### config.mk
export PLATFORM = sky130hd
export DESIGN_NAME = swal_msg_cell
export DESIGN_NICKNAME = d
export VERILOG_FILES = /design/src/swal_pkg.sv /design/src/swal_msg_cell.sv
export SDC_FILE = /design/constraint.sdc
export NUM_CORES = 1
export LEC_CHECK = 0
export BUFFER_PORTS_ARGS = -buffer_cell sky130_fd_sc_hd__buf_2
export CORE_MARGIN = 3
export CORE_UTILIZATION = 40
export DETAILED_ROUTE_END_ITERATION = 12
export MAX_ROUTING_LAYER = met4
export PLACE_DENSITY = 0.75
export SETUP_SLACK_MARGIN = 0.3
export SLEW_MARGIN = 25
export SYNTH_ARGS = -nofsm -noshare
export SYNTH_HDL_FRONTEND = slang
export SYNTH_SLANG_ARGS = --single-unit
### constraint.sdc
create_clock -name i_clk -period 6.9 [get_ports i_clk]
set_clock_uncertainty 0.2 [all_clocks]
set_input_delay 0.69 -clock i_clk [delete_from_list [all_inputs] [get_ports i_clk]]
set_output_delay 0.69 -clock i_clk [all_outputs]
set_load 0.005 [all_outputs]
### src/swal_pkg.sv
// ----------------------------------------------------------------------------
// swal_pkg
// Shared types and constants for the sliding-window admission limiter.
// ----------------------------------------------------------------------------
package swal_pkg;

    // Width of a timestamp and of the tick clock.
    localparam int TS_W = 32;

    // Command codes.
    localparam logic [2:0] CMD_TICK      = 3'd0;
    localparam logic [2:0] CMD_CHECK_MSG = 3'd1;
    localparam logic [2:0] CMD_RECORD    = 3'd2;
    localparam logic [2:0] CMD_CHECK_ST  = 3'd3;
    localparam logic [2:0] CMD_START     = 3'd4;
    localparam logic [2:0] CMD_END       = 3'd5;
    localparam logic [2:0] CMD_PURGE     = 3'd6;
    localparam logic [2:0] CMD_UNUSED    = 3'd7;

    // Configuration register indexes.
    localparam logic [2:0] REG_ENABLE    = 3'd0;
    localparam logic [2:0] REG_WINDOW    = 3'd1;
    localparam logic [2:0] REG_MAX_MSGS  = 3'd2;
    localparam logic [2:0] REG_MAX_HIST  = 3'd3;
    localparam logic [2:0] REG_MAX_LINE  = 3'd4;

    // Sequencer states.
    typedef enum logic [3:0] {
        S_IDLE   = 4'b0001,
        S_EXEC   = 4'b0010,
        S_EXPIRE = 4'b0100,
        S_SCAN   = 4'b1000
    } t_state;

    // Controls shared by every cell of the message ring.
    typedef struct packed {
        logic            shift;
        logic [TS_W-1:0] now;
        logic [15:0]     window;
    } t_msg_ctl;

    // Controls shared by every cell of one ID table.
    typedef struct packed {
        logic [TS_W-1:0] id;
        logic [TS_W-1:0] now;
        logic [30:0]     max_age;
        logic            set_new;
        logic            refresh;
        logic            clear_match;
        logic            purge;
    } t_tbl_ctl;

    // Population count of one byte.
    function automatic logic [3:0] pop8(input logic [7:0] v);
        logic [3:0] n;
        n = 4'd0;
        for (int k = 0; k < 8; k++) begin
            n = n + {3'd0, v[k]};
        end
        return n;
    endfunction

endpackage

### src/swal_msg_cell.sv
// ----------------------------------------------------------------------------
// swal_msg_cell
// One slot of the message timestamp ring; shifts towards the head on a pop.
// ----------------------------------------------------------------------------
module swal_msg_cell (
    input  logic               i_clk,
    input  swal_pkg::t_msg_ctl i_ctl,
    input  logic               i_wr,
    input  logic [31:0]        i_upper,
    output logic [31:0]        o_stamp,
    output logic               o_in_win
);
    import swal_pkg::*;

    logic [TS_W-1:0] r_stamp;
    logic [TS_W-1:0] n_stamp;
    logic [TS_W-1:0] age;

    // Take the neighbour's stamp on a shift, or the clock on a write.
    always_comb begin
        n_stamp = r_stamp;
        if (i_ctl.shift) begin
            n_stamp = i_upper;
        end else if (i_wr) begin
            n_stamp = i_ctl.now;
        end
    end

    always_ff @(posedge i_clk) begin
        r_stamp <= n_stamp;
    end

    // Age test against the window, modulo the clock width.
    assign age      = i_ctl.now - r_stamp;
    assign o_in_win = (age <= {16'd0, i_ctl.window});
    assign o_stamp  = r_stamp;

endmodule

Word level (Yosys, flattened, before mapping)
Index checks and enable logic that the tools add are counted.
- muxes and demuxes: 2
- add/sub/neg operators: 1
- $lt $le $gt $ge: 1
- reductions and logical operators: 1
- operators with widths (operator ; number):
    32-bit 2-to-1 mux ; 2
    32-bit by 16-bit less-or-equal comparator with 1-bit output ; 1
    32-bit subtractor ; 1
    2-bit nonzero test ; 1
- input port bits: 83
- word-level logic and storage cells: 6
- output and inout port bits: 33
- bits in registers: 32

Depth between registers and ports, before layout
Gate-level depths: netlist (run 1).
- depth in word-level cells: 2
- gate-level depth with buffers: 20
- gate-level depth less buffers: 19

Worst setup path after synthesis (run 1)
OpenSTA, ideal clock, no wires.
- path type: input -> output
- start: in i_ctl[16] (netlist name)
- end: out o_in_win
- stages: 16
- required time: 6.010 ns
- arrival time: 4.338 ns
- slack: 1.672 ns
- path buffers: 0
- cell sequence: inv_1 ha_1 fa_1 nand2b_1 a211oi_1 o21ai_1 o31ai_1 xor2_1 ha_1 nand4_1 nor4_1 nor3_1 or3_2 nor4_2 nand4_1 nor4_2
- longest elaborated chain between the ends: 2
- ends and longest elaborated chain (what ; line ; text):
    from (decl) ; swal_msg_cell.sv:7 ; input swal_pkg::t_msg_ctl i_ctl,
    32-bit subtractor ; swal_msg_cell.sv:34 ; assign age = i_ctl.now - r_stamp;
    32-bit by 16-bit less-or-equal comparator with 1-bit output ; swal_msg_cell.sv:35 ; assign o_in_win = (age <= {16'd0, i_ctl.window});
    to (decl) ; swal_msg_cell.sv:11 ; output logic o_in_win
Every way passes these cells.

Worst setup path after layout (run 1)
Ends and elaborated chain as after synthesis.

==> metrics, run 1 <==
Final ANT Viol Nets=0; cell count after synthesis=438; ys async rst share=0%; Initial DRC Count=175; H-Tree Depth=2; most frequent cells in the layout=115 x buf_2, 53 x inv_1, 47 x ha_1; Hold Path Class=input pin to flop; io pins=116; commonest non-fill, non-tap cell in the layout=buf_2; Peak VDD IR=0.0889 mV; core box area=8930 sq um; Yosys warnings=0; chip width=103 microns; Seq/Total Area, Yosys=25.6%; Diodes inserted=0; via density per instance=5.40; critical path fanouts, max=5; post-CTS resize count=0; DR pass1 iterations=4; Post-CTS Hold Fix Bufs=0; total negative slack=0 ns; total global-route track usage=19.0%; Mapped Area=3750 sq um; buffers added on ports=115; CTS tree=built; Data arrival, critical path=5.09 ns; Post-CTS Setup Repair Bufs=0; Critical Path End Type=output pin; Slew HR=43.8%; Startpoint Class=input pin; CTS Root Cell=clkbuf_8; Yosys reg bits=32; Worst-Margin Slew=0.843 ns; Leak Pwr=0.00209 uW; Post-Route WL=9.87 mm; setup violators final=0; Main synth FF type=edfxtp_1; routed length per instance=15.1 microns; syn nets=569; setup ws final=0.920 ns; starting density of the core=42.0%; fmax=167 MHz; CTS Sinks=32; initial antenna violation count=0; Max-cap violations=0; pin count of the biggest net entering global routing=36; Post-DP HPWL=7.95 mm; period utilization=86.7%; post-synthesis area per instance=8.57 sq um; die area=10600 sq um; CTS Buffer Depth=2; Nets=675; DP Worst Slack=0.984 ns; pins over their slew limit=0; Worst Path Required=6.01 ns; Layout area overhead=18.6%; via count=3518; Final GP Congestion=0.928; vias in the first global route=3351; CP Class=input pin to output pin; number of flops mapped to enable cells by yosys=32; chip height=103 microns; Largest register FFs=32; total global routing overflow=0; FP Rows=34; DRC Markers=0; Power per Cell Area=187 nW/um^2; fin crit period=5.98 ns; Distinct cells, synth=64; first-pass GRT wire length=15.6 mm; final hold violation count=0; RSZ-0062 raised after global routing=no; total CTS buffers=5; status=complete, no violations; clk slew on worst S/H paths=0.07 ns; fraction of layout instances using a drive strength above 1=31.1%
cell type report:
type | instances | area (sq um)
Fill cell | 880 | 4480
Multi-Input combinational cell | 337 | 2510
Sequential cell | 32 | 961
Timing Repair Buffer | 115 | 576
Inverter | 53 | 199
Tap cell | 108 | 135
Clock buffer | 5 | 68.8
Clock inverter | 2 | 7.51
worst paths after layout:
path,to,startpoint,cells past startpoint,slack [ns]
setup / recovery,o_in_win,i_ctl[16],18,0.92
hold / removal,o_stamp[0],i_upper[0],3,0.49
cell usage after synthesis, types with 2 or more instances:
cell       n  area [sq um]
inv_1     53           199
ha_1      47           588
a21oi_1   38           190
nand2_1   36           135
edfxtp_1  32           961
mux2_2    31           349
o21ai_0   22           110
nor2_1    21          78.8
nand3_1   14          70.1
nand4_1   11          68.8
nor3_1    11          55.1
xnor2_1   11          96.3
clkbuf_1   8          30.0
o21ai_1    8          40.0
xor2_1     7          61.3
a211oi_1   6          45.0
o21a_1     6          45.0
a21o_1     4          30.0
nor2b_1    4          25.0
o211ai_1   4          30.0
buf_2      3          15.0
buf_6      3          33.8
mux2i_1    3          30.0
nor3b_1    3          22.5
o22ai_1    3          18.8
a21oi_2    2          17.5
and3_1     2          12.5
and3_2     2          15.0
nand2b_1   2          12.5
nand3b_1   2          15.0
nor4_1     2          12.5
nor4_2     2          25.0
o21ai_2    2          17.5
or3_1      2          12.5
or4_1      2          15.0
critical path, cell delays in order:
cell	delay, ns
buf_2	0.07
inv_1	0.04
ha_1	0.22
fa_1	0.41
nand2b_1	0.18
a211oi_1	0.45
o21ai_1	0.27
o31ai_1	0.39
xor2_1	0.12
ha_1	0.33
nand4_1	0.15
nor4_1	0.36
nor3_1	0.09
or3_2	0.47
nor4_2	0.27
nand4_1	0.15
nor4_2	0.27
buf_2	0.16
report_power, final:
| part | switching [uW] | internal [uW] |
|---|---|---|
| logic | 250 | 193 |
| registers | 9.98 | 239 |
| clock network | 75.8 | 66.7 |
cells by family after synthesis:
group,Yosys count,share of synthesized area (%)
xor+xnor,18,4.20
simple gates,124,17.1
fa+ha+maj,48,16.2
compound gates,113,19.2
flops,32,25.6
buf+inv,69,7.63
mux,34,10.1
per-stage QoR:
stage               std cells  total power (uW)  util [%]  hold WS [ns]  area (sq um)
floorplan                 438               574         -         0.681          3750
global placement          645               683      49.0         0.780          4380
detailed placement        645               692      49.0         0.788          4380
CTS                       652               843      49.8         0.487          4450
global route              652               908      49.8         0.492          4450
finish                    652               834      49.8         0.489          4450
metal layers:
layer  track usage [%]  wire [microns]  vias to the layer above
met3              2.03             402                        9
met5                 -               0                        -
li1                  -               -                     1809
met1              25.9            4720                     1601
met4              4.08              91                        0
met2              30.6            4650                       99
Power figures use the tool's default switching activity.
==> run 2, diff against run 1 <==
- ABC_AREA: unset -> 1
- CTS_BUF_LIST: unset -> sky130_fd_sc_hd__clkbuf_2
- PLACE_DENSITY: 0.75 -> 0.73
- clock period: 6.9 -> 6.2 ns (I/O delays scaled with it)
==> run 2 against run 1 <==
  * Global-route usage is 0.56 points higher
  * Critical endpoint unchanged
  * Setup slack better by 1.0 ns
  * Sequential share of layout area decreased by 3.1 points
  * Via count increased by 31%
  * Power rose by 14%
  * Sequential power is 11% higher
  * Count of clock-buffer cells in the layout rose by 1
  * Combinational power rose by 27%
  * Largest power group unchanged
  * Cell area rose by 17%
  * Utilization fell by 0.46 points
  * Sequential cell count is the same
==> metrics, run 2 <==
status=complete, no violations; Yosys top cell by area=nand2_1; clk slew on worst S/H paths=0.20 ns; via count=4597; fraction of layout instances using a drive strength above 1=18.8%; Final ANT Viol Nets=0; DR pass1 iterations=5; Worst Path Required=5.38 ns; Largest register FFs=32; syn nets=881; cell count after synthesis=750; post-synthesis area per instance=5.93 sq um; Comb power frac=59.1%; FP Rows=37; Nets=996; ys async rst share=0%; period utilization=68.8%; Sw Ratio=46.4%; pin count of the biggest net entering global routing=37; Post-CTS Setup Repair Bufs=0; mux share of post-synthesis cell area=0%; total global routing overflow=0; Synth top cells by count=328 x nand2_1, 159 x inv_1, 47 x ha_1, 41 x nor2_1, 32 x edfxtp_1; cell-internal power=510 uW; core box area=10600 sq um; fin crit period=4.26 ns; via density per instance=4.58; CTS Root Cell=clkbuf_2; Placed Area=5160 sq um; most frequent cells in the layout=328 x nand2_1, 159 x inv_1, 115 x buf_2; Power per Cell Area=183 nW/um^2; Slew HR=36.6%; Post-Route WL=11.7 mm; die area=12400 sq um; setup ws final=1.94 ns; vias in the first global route=4199; CTS Buffer Depth=2; Yosys reg bits=32; Leak Pwr=0.00325 uW; post-route insts no fill=1003; H-Tree Depth=2; chip height=111 microns; total global-route track usage=19.6%; Initial DRC Count=302; post-CTS resize count=0; first-pass GRT wire length=19.7 mm; Clock Power Share=11.7%; Reg area=961 sq um; compound-gate portion of the synthesized area=4.45%; Seq/Total Area, Yosys=21.6%; CTS tree=built; Critical Path End Type=output pin; share of the synthesized area in the top cell type=27.7%; cell area after layout=5210 sq um; total negative slack=0 ns; routed length per instance=11.7 microns; footprint of the multi-input gates=2840 sq um; initial antenna violation count=0; DP Worst Slack=2.00 ns; synth top area cells=nand2_1 28%, edfxtp_1 22%, inv_1 13%; Yosys warnings=0; placed insts=994; critical path fanouts, max=3; fmax=235 MHz; sw power=442 uW; number of flops mapped to enable cells by yosys=32; simple-gate share of the synthesized area=42.8%; Post-CTS Hold Fix Bufs=0; Data arrival, critical path=3.44 ns; Startpoint Class=flop; total CTS buffers=5; setup violators final=0; crit path capture=o_in_win; DRC Markers=0; chip width=111 microns; Final GP Congestion=0.965; Fillers=1172; commonest non-fill, non-tap cell in the layout=nand2_1; Mapped Area=4440 sq um; final hold violation count=0; io pins=116; count leader, synth=nand2_1; Max-cap violations=0; pins over their slew limit=0; starting density of the core=42.1%; Peak VDD IR=0.0908 mV; CTS Sinks=32; largest family of logic cells by synthesized area=simple AND/OR/NAND/NOR gates; Worst-Margin Slew=0.950 ns; Distinct cells, synth=31; Post-Synth XOR/XNOR Area=2.96%; Seq pwr share=29.1%; CP Class=flop to output pin; Synth Area in Adders=13.7%; Hold Slack=0.275 ns; Critical path origin=o_stamp[0]; Hold Path Class=input pin to flop; Post-DP HPWL=10.2 mm; Layout area overhead=17.3%; RSZ-0062 raised after global routing=no; Main synth FF type=edfxtp_1; buffers added on ports=115
## run 2: cell count changes after synthesis, moves of 6 or more
cell,before,now
mux2_2,31,0
o21ai_0,22,4
o21ai_1,8,0
nand2_1,36,328
nand2_2,0,20
nor3_1,11,2
nor2_1,21,41
a21oi_1,38,25
inv_1,53,159
xor2_1,7,13
nand3_1,14,21
xnor2_1,11,2
a211oi_1,6,0
## run 2: how the worst min path moves through the flow
stage                     cells past startpoint          end  slack (ns)        start
after floorplan                               2  o_stamp[10]        0.60    i_ctl[26]
after detailed placement                      3  o_stamp[24]        0.69  i_upper[24]
after global placement                        3  o_stamp[24]        0.69  i_upper[24]
after CTS                                     3  o_stamp[24]        0.24  i_upper[24]
after global routing                          3  o_stamp[19]        0.25  i_upper[19]
final                                         3  o_stamp[24]        0.28  i_upper[24]
## run 2: cells by family (layout without fill, tap and decap cells)
logic type | count (synthesis) | in the layout
xor gates and xnor gates | 15 | 15
AOI/OAI and AO/OA | 36 | 36
and+or+nand+nor | 448 | 448
buffers and inverters | 171 | 287
adders and majority gates | 48 | 48
DFF | 32 | 32
other | 0 | 1
## run 2: through the flow
step	power, uW	utilization [%]
after floorplan	683	-
after global placement	836	48.9
after detailed placement	843	48.9
after CTS	957	49.4
after global routing	1060	49.4
final	952	49.4
## run 2: layout make-up
cell class	instances	share of cell area [%]
diodes	1	0.0480
clock buffers	6	0.576
clock inverters	2	0.312
inverters	164	11.8
multi-input cells	547	54.5
flip-flops and latches	32	18.4
well taps	136	3.26
repair buffers	115	11.0
## run 2: routing by layer
metal  global-route usage, %  share of wire (%)
met2                    28.9                 42
met3                    2.28                5.4
met4                    3.73                1.4
met5                       -                  0
met1                    29.0                 52
## run 2: worst max-delay path, stage by stage, from the launching register on
cell and delay, ns:
edfxtp_1 0.42, ha_1 0.22, fa_1 0.40, inv_1 0.11
nand2_1 0.08, nand3_2 0.10, nand2_1 0.07, nand2_2 0.10
xor2_1 0.25, ha_1 0.16, nand2_1 0.07, nor4_1 0.37
nand3_1 0.12, nand2_1 0.09, nand2_1 0.05, nor2_1 0.08
nand2_1 0.05, nor2_1 0.07, nand2_1 0.06, nor2_2 0.07
buf_2 0.12
## run 2: power by group through the flow
stage	registers [uW]	clock network (uW)	logic (uW)
after floorplan	285	0	397
after global placement	282	0	555
after detailed placement	283	0	560
after CTS	278	117	562
after global routing	282	126	653
final	277	112	563
