==> config.mk <==
export PLATFORM = sky130hd
export DESIGN_NAME = swal_tbl_cell
export DESIGN_NICKNAME = d
export VERILOG_FILES = /design/src/swal_pkg.sv /design/src/swal_tbl_cell.sv
export SDC_FILE = /design/constraint.sdc
export NUM_CORES = 1
export LEC_CHECK = 0
export BUFFER_PORTS_ARGS = -buffer_cell sky130_fd_sc_hd__buf_4
export CAP_MARGIN = 30
export CORE_ASPECT_RATIO = 0.75
export CORE_UTILIZATION = 55
export DETAILED_ROUTE_END_ITERATION = 10
export PLACE_DENSITY = 0.91
export SLEW_MARGIN = 10
export SYNTH_ARGS = -nofsm -noshare
export SYNTH_HDL_FRONTEND = slang
export SYNTH_SLANG_ARGS = --single-unit
export TNS_END_PERCENT = 50
==> constraint.sdc <==
create_clock -name i_clk -period 4.43 [get_ports i_clk]
set_input_delay 0 -clock i_clk [delete_from_list [all_inputs] [get_ports i_clk]]
set_output_delay 0 -clock i_clk [all_outputs]
set_load 0.1 [all_outputs]
==> src/swal_pkg.sv <==
// ----------------------------------------------------------------------------
// swal_pkg
// Shared types and constants for the sliding-window admission limiter.
// ----------------------------------------------------------------------------
package swal_pkg;

    // Width of a timestamp and of the tick clock.
    localparam int TS_W = 32;

    // Command codes.
    localparam logic [2:0] CMD_TICK      = 3'd0;
    localparam logic [2:0] CMD_CHECK_MSG = 3'd1;
    localparam logic [2:0] CMD_RECORD    = 3'd2;
    localparam logic [2:0] CMD_CHECK_ST  = 3'd3;
    localparam logic [2:0] CMD_START     = 3'd4;
    localparam logic [2:0] CMD_END       = 3'd5;
    localparam logic [2:0] CMD_PURGE     = 3'd6;
    localparam logic [2:0] CMD_UNUSED    = 3'd7;

    // Configuration register indexes.
    localparam logic [2:0] REG_ENABLE    = 3'd0;
    localparam logic [2:0] REG_WINDOW    = 3'd1;
    localparam logic [2:0] REG_MAX_MSGS  = 3'd2;
    localparam logic [2:0] REG_MAX_HIST  = 3'd3;
    localparam logic [2:0] REG_MAX_LINE  = 3'd4;

    // Sequencer states.
    typedef enum logic [3:0] {
        S_IDLE   = 4'b0001,
        S_EXEC   = 4'b0010,
        S_EXPIRE = 4'b0100,
        S_SCAN   = 4'b1000
    } t_state;

    // Controls shared by every cell of the message ring.
    typedef struct packed {
        logic            shift;
        logic [TS_W-1:0] now;
        logic [15:0]     window;
    } t_msg_ctl;

    // Controls shared by every cell of one ID table.
    typedef struct packed {
        logic [TS_W-1:0] id;
        logic [TS_W-1:0] now;
        logic [30:0]     max_age;
        logic            set_new;
        logic            refresh;
        logic            clear_match;
        logic            purge;
    } t_tbl_ctl;

    // Population count of one byte.
    function automatic logic [3:0] pop8(input logic [7:0] v);
        logic [3:0] n;
        n = 4'd0;
        for (int k = 0; k < 8; k++) begin
            n = n + {3'd0, v[k]};
        end
        return n;
    endfunction

endpackage

==> src/swal_tbl_cell.sv <==
// ----------------------------------------------------------------------------
// swal_tbl_cell
// One entry of an active ID table with its start time and valid bit.
// ----------------------------------------------------------------------------
module swal_tbl_cell (
    input  logic               i_clk,
    input  logic               i_rst_n,
    input  swal_pkg::t_tbl_ctl i_ctl,
    input  logic               i_claim,
    output logic               o_claim,
    output logic               o_valid,
    output logic               o_match
);
    import swal_pkg::*;

    logic            r_valid;
    logic            n_valid;
    logic [TS_W-1:0] r_id;
    logic [TS_W-1:0] r_start;
    logic [TS_W-1:0] age;
    logic            aged;
    logic            take_new;

    assign o_match  = r_valid && (r_id == i_ctl.id);
    assign age      = i_ctl.now - r_start;
    assign aged     = r_valid && (age > {1'b0, i_ctl.max_age});

    // The lowest free cell not claimed further down takes a new entry.
    assign take_new = i_ctl.set_new && !r_valid && !i_claim;
    assign o_claim  = i_claim || !r_valid;

    always_comb begin
        n_valid = r_valid;
        if (take_new) begin
            n_valid = 1'b1;
        end else if (i_ctl.clear_match && o_match) begin
            n_valid = 1'b0;
        end else if (i_ctl.purge && aged) begin
            n_valid = 1'b0;
        end
    end

    always_ff @(posedge i_clk) begin
        if (!i_rst_n) begin
            r_valid <= 1'b0;
        end else begin
            r_valid <= n_valid;
        end
    end

    // Entry payload: new entry, or a refreshed start time for a known ID.
    always_ff @(posedge i_clk) begin
        if (take_new) begin
            r_id    <= i_ctl.id;
            r_start <= i_ctl.now;
        end else if (i_ctl.refresh && o_match) begin
            r_start <= i_ctl.now;
        end
    end

    assign o_valid = r_valid;

endmodule

Yosys cells after proc, flatten, opt, wreduce, memory -nomap -nowiden
Index checks and enable logic that the tools add are counted.
{"block": "totals", "register_bits": 65, "input_bits": 102, "output_inout_bits": 3, "wordCells": 23}
{"block": "classes", "n_addsub": 1, "n_lt_le_gt_ge": 1, "eq_ne": 1, "mux": 5, "n_reduce_logical": 12}
{"cell": "$mux W32", "count": 2}
{"cell": "$eq A32 B32 Y1", "count": 1}
{"cell": "$gt A32 B31 Y1", "count": 1}
{"cell": "$sub A32 B32 Y32", "count": 1}
{"cell": "$logic_and A1 B1 Y1", "count": 7}
{"cell": "$mux W1", "count": 3}
{"cell": "$reduce_bool A3 Y1", "count": 1}
{"cell": "$logic_not A1 Y1", "count": 2}
{"cell": "$reduce_bool A2 Y1", "count": 1}
{"cell": "$logic_or A1 B1 Y1", "count": 1}

Longest topological paths before layout
{"block": "depth", "ltp_word": 7, "mapped_depth": 21, "depth_no_buf": 21}

Worst setup path after synthesis
OpenSTA, ideal clock, no wires.
{"block": "synth_path", "path_kind": "flip-flop to flip-flop", "startpoint": "reg r_valid, in the netlist o_valid", "endpoint": "reg r_start[0] (enable)", "setup_time_ns": 0.388, "arrival_time_ns": 4.269, "required_time_ns": 4.042, "setup_slack_ns": -0.227, "stages_incl_launch_ff": 4, "path_buffers": 0, "period_less_slack_ns": 4.657, "path_cell_list": "dfxtp_1 > nand3_1 > nor3_1 > a21o_1"}
{"block": "synth_between", "elab_cells_between_ends": 6, "cone_classes": "6 x reduce/logical"}
{"element": "from (decl)", "line_no": "swal_tbl_cell.sv:16", "rtl": "logic r_valid;"}
{"element": "from (signal assigned)", "line_no": "swal_tbl_cell.sv:47", "rtl": "r_valid <= n_valid;"}
{"element": "$logic_and A1 B1 Y1", "line_no": "swal_tbl_cell.sv:24", "rtl": "assign o_match = r_valid && (r_id == i_ctl.id);"}
{"element": "named net o_match", "line_no": "swal_tbl_cell.sv:12", "rtl": "output logic o_match"}
{"element": "$logic_and A1 B1 Y1", "line_no": "swal_tbl_cell.sv:56", "rtl": "end else if (i_ctl.refresh && o_match) begin"}
{"element": "$reduce_bool A2 Y1 (no source line)"}
{"element": "to (signal assigned)", "line_no": "swal_tbl_cell.sv:55", "rtl": "r_start <= i_ctl.now;"}
{"element": "to (signal assigned)", "line_no": "swal_tbl_cell.sv:57", "rtl": "r_start <= i_ctl.now;"}
{"element": "to (decl)", "line_no": "swal_tbl_cell.sv:19", "rtl": "logic [TS_W-1:0] r_start;"}
The timed path passes the listed nets, and every way through them passes these cells.
A chain may end at the register's enable or synchronous reset.

Final worst setup path
{"block": "layout_path", "startpoint": "reg r_start[10]", "endpoint": "reg r_valid, in the netlist o_valid"}
{"block": "layout_between", "elab_chain_cells": 5}
{"element": "$sub A32 B32 Y32", "line_no": "swal_tbl_cell.sv:25", "rtl": "assign age = i_ctl.now - r_start;"}
{"element": "$gt A32 B31 Y1", "line_no": "swal_tbl_cell.sv:26", "rtl": "assign aged = r_valid && (age > {1'b0, i_ctl.max_age});"}
{"element": "$logic_and A1 B1 Y1", "line_no": "swal_tbl_cell.sv:26"}
{"element": "$logic_and A1 B1 Y1", "line_no": "swal_tbl_cell.sv:38", "rtl": "end else if (i_ctl.purge && aged) begin"}
{"element": "$reduce_bool A3 Y1 (no source line)"}
No other way between the ends.

==> report_table.html <==
<table>
<tr><th>Metric</th><th>Value</th></tr>
<tr><th colspan="2">Global routing</th></tr>
<tr><td>First-pass GRT wire length</td><td>21.7 mm</td></tr>
<tr><td>Combined global-route utilization of all metal layers</td><td>0.317</td></tr>
<tr><td>Pin count of the biggest net entering global routing</td><td>34</td></tr>
<tr><td>Vias in the first global route</td><td>4,453</td></tr>
<tr><td>Total global routing overflow</td><td>0</td></tr>
<tr><td>Antenna violations before repair</td><td>0</td></tr>
<tr><th colspan="2">Cells and area</th></tr>
<tr><td>Fraction of final layout cells with drive strength greater than 1</td><td>0.242</td></tr>
<tr><td>Fillers</td><td>454</td></tr>
<tr><td>Number of nets in the layout</td><td>823</td></tr>
<tr><td>Inserted Diodes</td><td>0</td></tr>
<tr><td>Area taken by multi-input logic gates</td><td>2710 sq um</td></tr>
<tr><td>Register cell area after layout</td><td>1940 sq um</td></tr>
<tr><td>Area of all placed cells without fillers</td><td>6880 sq um</td></tr>
<tr><td>Finished Core Util</td><td>0.810</td></tr>
<tr><td>Layout Area Growth over Synthesis</td><td>42.1%</td></tr>
<tr><th colspan="2">Floorplanning</th></tr>
<tr><td>Num ports</td><td>105</td></tr>
<tr><td>Die Outline Area</td><td>9190 sq um</td></tr>
<tr><td>Initial cell density of the core</td><td>0.570</td></tr>
<tr><td>Floorplan core area</td><td>8490 sq um</td></tr>
<tr><td>Standard-cell rows</td><td>29</td></tr>
<tr><td>Overall die height</td><td>83.3 um</td></tr>
<tr><td>Floorplan die width</td><td>110 um</td></tr>
<tr><th colspan="2">Placement</th></tr>
<tr><td>Area post-placement</td><td>5790 sq um</td></tr>
<tr><td>Detailed placer's ending HPWL</td><td>8.90 mm</td></tr>
<tr><td>Routability-driven placement congestion ratio</td><td>0.913</td></tr>
<tr><td>Number of port buffers</td><td>104</td></tr>
<tr><th colspan="2">Logic synthesis</th></tr>
<tr><td>Area share of the leading cell type in the synthesized netlist</td><td>0.397</td></tr>
<tr><td>Ranking of synthesized cells by area</td><td>sky130_fd_sc_hd__edfxtp_1 (40%), sky130_fd_sc_hd__ha_1 (16%), sky130_fd_sc_hd__xor2_1 (7.6%), sky130_fd_sc_hd__inv_1 (5.3%), sky130_fd_sc_hd__a21oi_1 (3.7%)</td></tr>
<tr><td>Most used flip-flop cell after synthesis</td><td>sky130_fd_sc_hd__edfxtp_1</td></tr>
<tr><td>Largest family of logic cells by synthesized area</td><td>compound AO/OA/AOI/OAI gates</td></tr>
<tr><td>Fraction of the mapped netlist area in adder cells</td><td>0.164</td></tr>
<tr><td>Area of the mapped netlist</td><td>4840 sq um</td></tr>
<tr><td>Synth async-reset ratio</td><td>0</td></tr>
<tr><td>Fraction of the yosys area taken by sequential cells</td><td>0.401</td></tr>
<tr><td>Leading area contributor after synthesis</td><td>sky130_fd_sc_hd__edfxtp_1</td></tr>
<tr><td>Yosys warnings</td><td>0</td></tr>
<tr><td>Proportion of synthesized area in mux cells</td><td>0.00207</td></tr>
<tr><td>Number of nets produced by synthesis</td><td>635</td></tr>
<tr><td>Number of enable-type register cells in the synthesized netlist</td><td>64</td></tr>
<tr><td>Number of distinct standard cells referenced by the synthesized netlist</td><td>50</td></tr>
<tr><td>Mean cell area of the mapped netlist</td><td>10.3 sq um</td></tr>
<tr><td>Post-synthesis instance total</td><td>470</td></tr>
<tr><td>Area share of and/or/nand/nor cells after synthesis</td><td>0.107</td></tr>
<tr><td>Synthesized-area fraction occupied by xor and xnor cells</td><td>0.105</td></tr>
<tr><td>Complex-gate fraction of the synthesized area</td><td>0.165</td></tr>
<tr><td>Synthesized flop and latch total</td><td>65</td></tr>
<tr><th colspan="2">Power</th></tr>
<tr><td>Leakage dissipation</td><td>0.00321 uW</td></tr>
<tr><td>Maximum VDD drop</td><td>0.000315 V</td></tr>
<tr><td>Areal power density over the cells</td><td>318 nW/um^2</td></tr>
<tr><th colspan="2">STA</th></tr>
<tr><td>Count of endpoints failing setup in the final report</td><td>0</td></tr>
<tr><td>Final period utilization</td><td>0.982</td></tr>
<tr><td>Transition at the pin with the smallest max-transition slack</td><td>535 ps</td></tr>
<tr><td>Final hold violation count</td><td>0</td></tr>
<tr><td>Final critical path time including I/O delays and setup</td><td>4350 ps</td></tr>
<tr><td>Worst hold slack</td><td>62.5 ps</td></tr>
<tr><td>Clock Skew</td><td>12.0 ps</td></tr>
<tr><td>Number of max-slew violations in the final report</td><td>0</td></tr>
<tr><td>Relative slew slack</td><td>0.644</td></tr>
<tr><td>FMAX</td><td>230 MHz</td></tr>
<tr><th colspan="2">Drt</th></tr>
<tr><td>Overall routed net length</td><td>14.9 mm</td></tr>
<tr><td>DRT antenna net count</td><td>0</td></tr>
<tr><td>Remaining DRCs</td><td>0</td></tr>
<tr><td>Number of DRC markers after the initial detailed-route iteration</td><td>339</td></tr>
<tr><td>Total number of vias</td><td>4,620</td></tr>
<tr><td>Number of vias per cell</td><td>6.00</td></tr>
<tr><td>Initial DRT Pass Iterations</td><td>6</td></tr>
<tr><td>WL per Instance</td><td>19.3 um</td></tr>
<tr><th colspan="2">Critical path</th></tr>
<tr><td>Worst Path Class, Setup</td><td>reg2reg</td></tr>
<tr><td>Largest fanout on the critical path</td><td>6</td></tr>
<tr><td>Startpoint type of the worst setup path</td><td>flip-flop</td></tr>
<tr><td>Required arrival time at the worst endpoint</td><td>4710 ps</td></tr>
<tr><td>CP arrival</td><td>4630 ps</td></tr>
<tr><td>Kind of end point of the critical path</td><td>flip-flop</td></tr>
<tr><th colspan="2">Outcome</th></tr>
<tr><td>Run status</td><td>finished clean</td></tr>
<tr><th colspan="2">CTS</th></tr>
<tr><td>Clk Latency, worst-skew pair</td><td>340 ps</td></tr>
<tr><td>CTS H-tree depth</td><td>3</td></tr>
<tr><td>Clock tree from TritonCTS</td><td>yes</td></tr>
<tr><td>Clock slew seen by the registers of the worst setup and hold paths</td><td>60 ps</td></tr>
<tr><td>Number of buffers on the longest clock path</td><td>2</td></tr>
<tr><td>Library cell used as clock root buffer</td><td>sky130_fd_sc_hd__clkbuf_16</td></tr>
<tr><td>Clock Sinks</td><td>65</td></tr>
<tr><td>Number of buffers created by CTS</td><td>9</td></tr>
<tr><th colspan="2">Min path</th></tr>
<tr><td>Type of the tightest min-delay check</td><td>in2reg</td></tr>
<tr><th colspan="2">Flow run</th></tr>
<tr><td>Number of violations of the max-capacitance limit</td><td>0</td></tr>
</table>
==> placed cells by master (no fill, tap or decap), types with 4 or more instances in the layout <==
master / n
sky130_fd_sc_hd__a21o_1: 21
sky130_fd_sc_hd__o21ai_1: 5
sky130_fd_sc_hd__edfxtp_1: 64
sky130_fd_sc_hd__o211ai_1: 4
sky130_fd_sc_hd__nor3_1: 4
sky130_fd_sc_hd__xnor2_1: 15
sky130_fd_sc_hd__nor4_1: 7
sky130_fd_sc_hd__nor2_1: 13
sky130_fd_sc_hd__a21oi_1: 34
sky130_fd_sc_hd__nand4_1: 10
sky130_fd_sc_hd__inv_1: 68
sky130_fd_sc_hd__and3_2: 4
sky130_fd_sc_hd__nand2_1: 20
sky130_fd_sc_hd__a21oi_2: 5
sky130_fd_sc_hd__buf_4: 113
sky130_fd_sc_hd__clkbuf_16: 9
sky130_fd_sc_hd__a211oi_1: 5
sky130_fd_sc_hd__o21ai_0: 13
sky130_fd_sc_hd__ha_1: 61
sky130_fd_sc_hd__nor2b_1: 4
sky130_fd_sc_hd__o21a_1: 5
sky130_fd_sc_hd__dlygate4sd3_1: 65
sky130_fd_sc_hd__nand3_1: 8
sky130_fd_sc_hd__nand2b_1: 6
sky130_fd_sc_hd__xor2_1: 42
==> through the flow <==
stage | setup slack [ps] | total power, uW | std cells | setup TNS [ps]
2_1_floorplan | 471 | 1080 | 470 | 0
3_3_place_gp | 141 | 1220 | 684 | 0
3_5_place_dp | -76.7 | 1250 | 684 | -76.7
4_1_cts | 28.9 | 2120 | 764 | 0
5_1_grt | -46.1 | 2260 | 770 | -46.1
6_report | 79.8 | 2180 | 770 | 0
==> sequential cells by signal (all words and copies together), names as in the netlist <==
register	cells
o_valid	1
r_id	32
r_start	32
==> kinds of logic after synthesis <==
kind of cell	after synthesis
buffers and inverters	70
DFF	65
muxes	1
adders and majority gates	63
AOI/OAI and AO/OA	118
xor gates and xnor gates	58
and+or+nand+nor	95
==> worst max-delay path: stages, from the launching register on <==
cell and delay, ps:
sky130_fd_sc_hd__edfxtp_1 330, sky130_fd_sc_hd__inv_1 40, sky130_fd_sc_hd__ha_1 360, sky130_fd_sc_hd__and3_2 320
sky130_fd_sc_hd__o211a_1 150, sky130_fd_sc_hd__o21ai_0 180, sky130_fd_sc_hd__nand4_1 270, sky130_fd_sc_hd__a21oi_1 310
sky130_fd_sc_hd__o21a_1 260, sky130_fd_sc_hd__o211ai_1 140, sky130_fd_sc_hd__xor2_1 160, sky130_fd_sc_hd__ha_1 300
sky130_fd_sc_hd__nand4_1 160, sky130_fd_sc_hd__nor4_2 330, sky130_fd_sc_hd__nand2_2 100, sky130_fd_sc_hd__o21ai_1 90
sky130_fd_sc_hd__nand2_1 60, sky130_fd_sc_hd__or4_4 420, sky130_fd_sc_hd__nor3_2 130, sky130_fd_sc_hd__a32o_1 180
==> cells in the mapped netlist (all sizes together), types with 2 or more instances <==
cell     instances
o21a             5
ha              62
nand4           10
o21ai           19
o2111ai          2
o211a            2
o21bai           3
inv             69
a211oi           6
nor3             6
o211ai           4
nor4             9
xor2            42
and2             2
o31ai            3
a31o             2
xnor2           16
nor2b            4
nand2b           6
a311o            3
edfxtp          64
nor2            13
a31oi            3
a21boi           3
a21o            21
and3             9
nand3            8
nand2           21
a21oi           39
==> per-layer routing <==
layer  up-vias  track usage  share of wire
li1       2086            -              -
met1      2126        0.371           0.37
met2       310        0.517           0.48
met3        98       0.0801          0.085
met4         0        0.193          0.062
met5         -            0              0
==> cell type report <==
| class | count | area share |
|---|---|---|
| multi-input combinational | 335 | 0.394 |
| sequential | 65 | 0.282 |
| timing repair buffer | 178 | 0.218 |
| inverter | 69 | 0.0376 |
| clock buffer | 9 | 0.0327 |
| tap | 108 | 0.0196 |
| clock inverter | 6 | 0.0156 |
==> power breakdown <==
group | total [uW] | switching, uW | internal (uW) | leakage [uW]
sequential | 727 | 13.6 | 714 | 0.000605
clock | 829 | 284 | 545 | 0.000163
combinational | 629 | 331 | 298 | 0.00244
==> final timing paths <==
path	start	endpoint	slack, ps	cells after the start
min	i_ctl[0]	o_valid	60	3
max	r_start[10]	o_valid	80	19
min reg2reg	r_start[30]	o_valid	940	5
max reg2reg	r_start[10]	o_valid	80	19
==> timing repair <==
action / CTS / global route
setup buffers: 0 / 6
endpoints found under the hold margin: 65 / 0
resized for setup: 5 / 13
hold buffers: 65 / 0
pin swaps: 2 / 18
endpoints found under the setup margin: 1 / 1
Power figures use the tool's default switching activity.
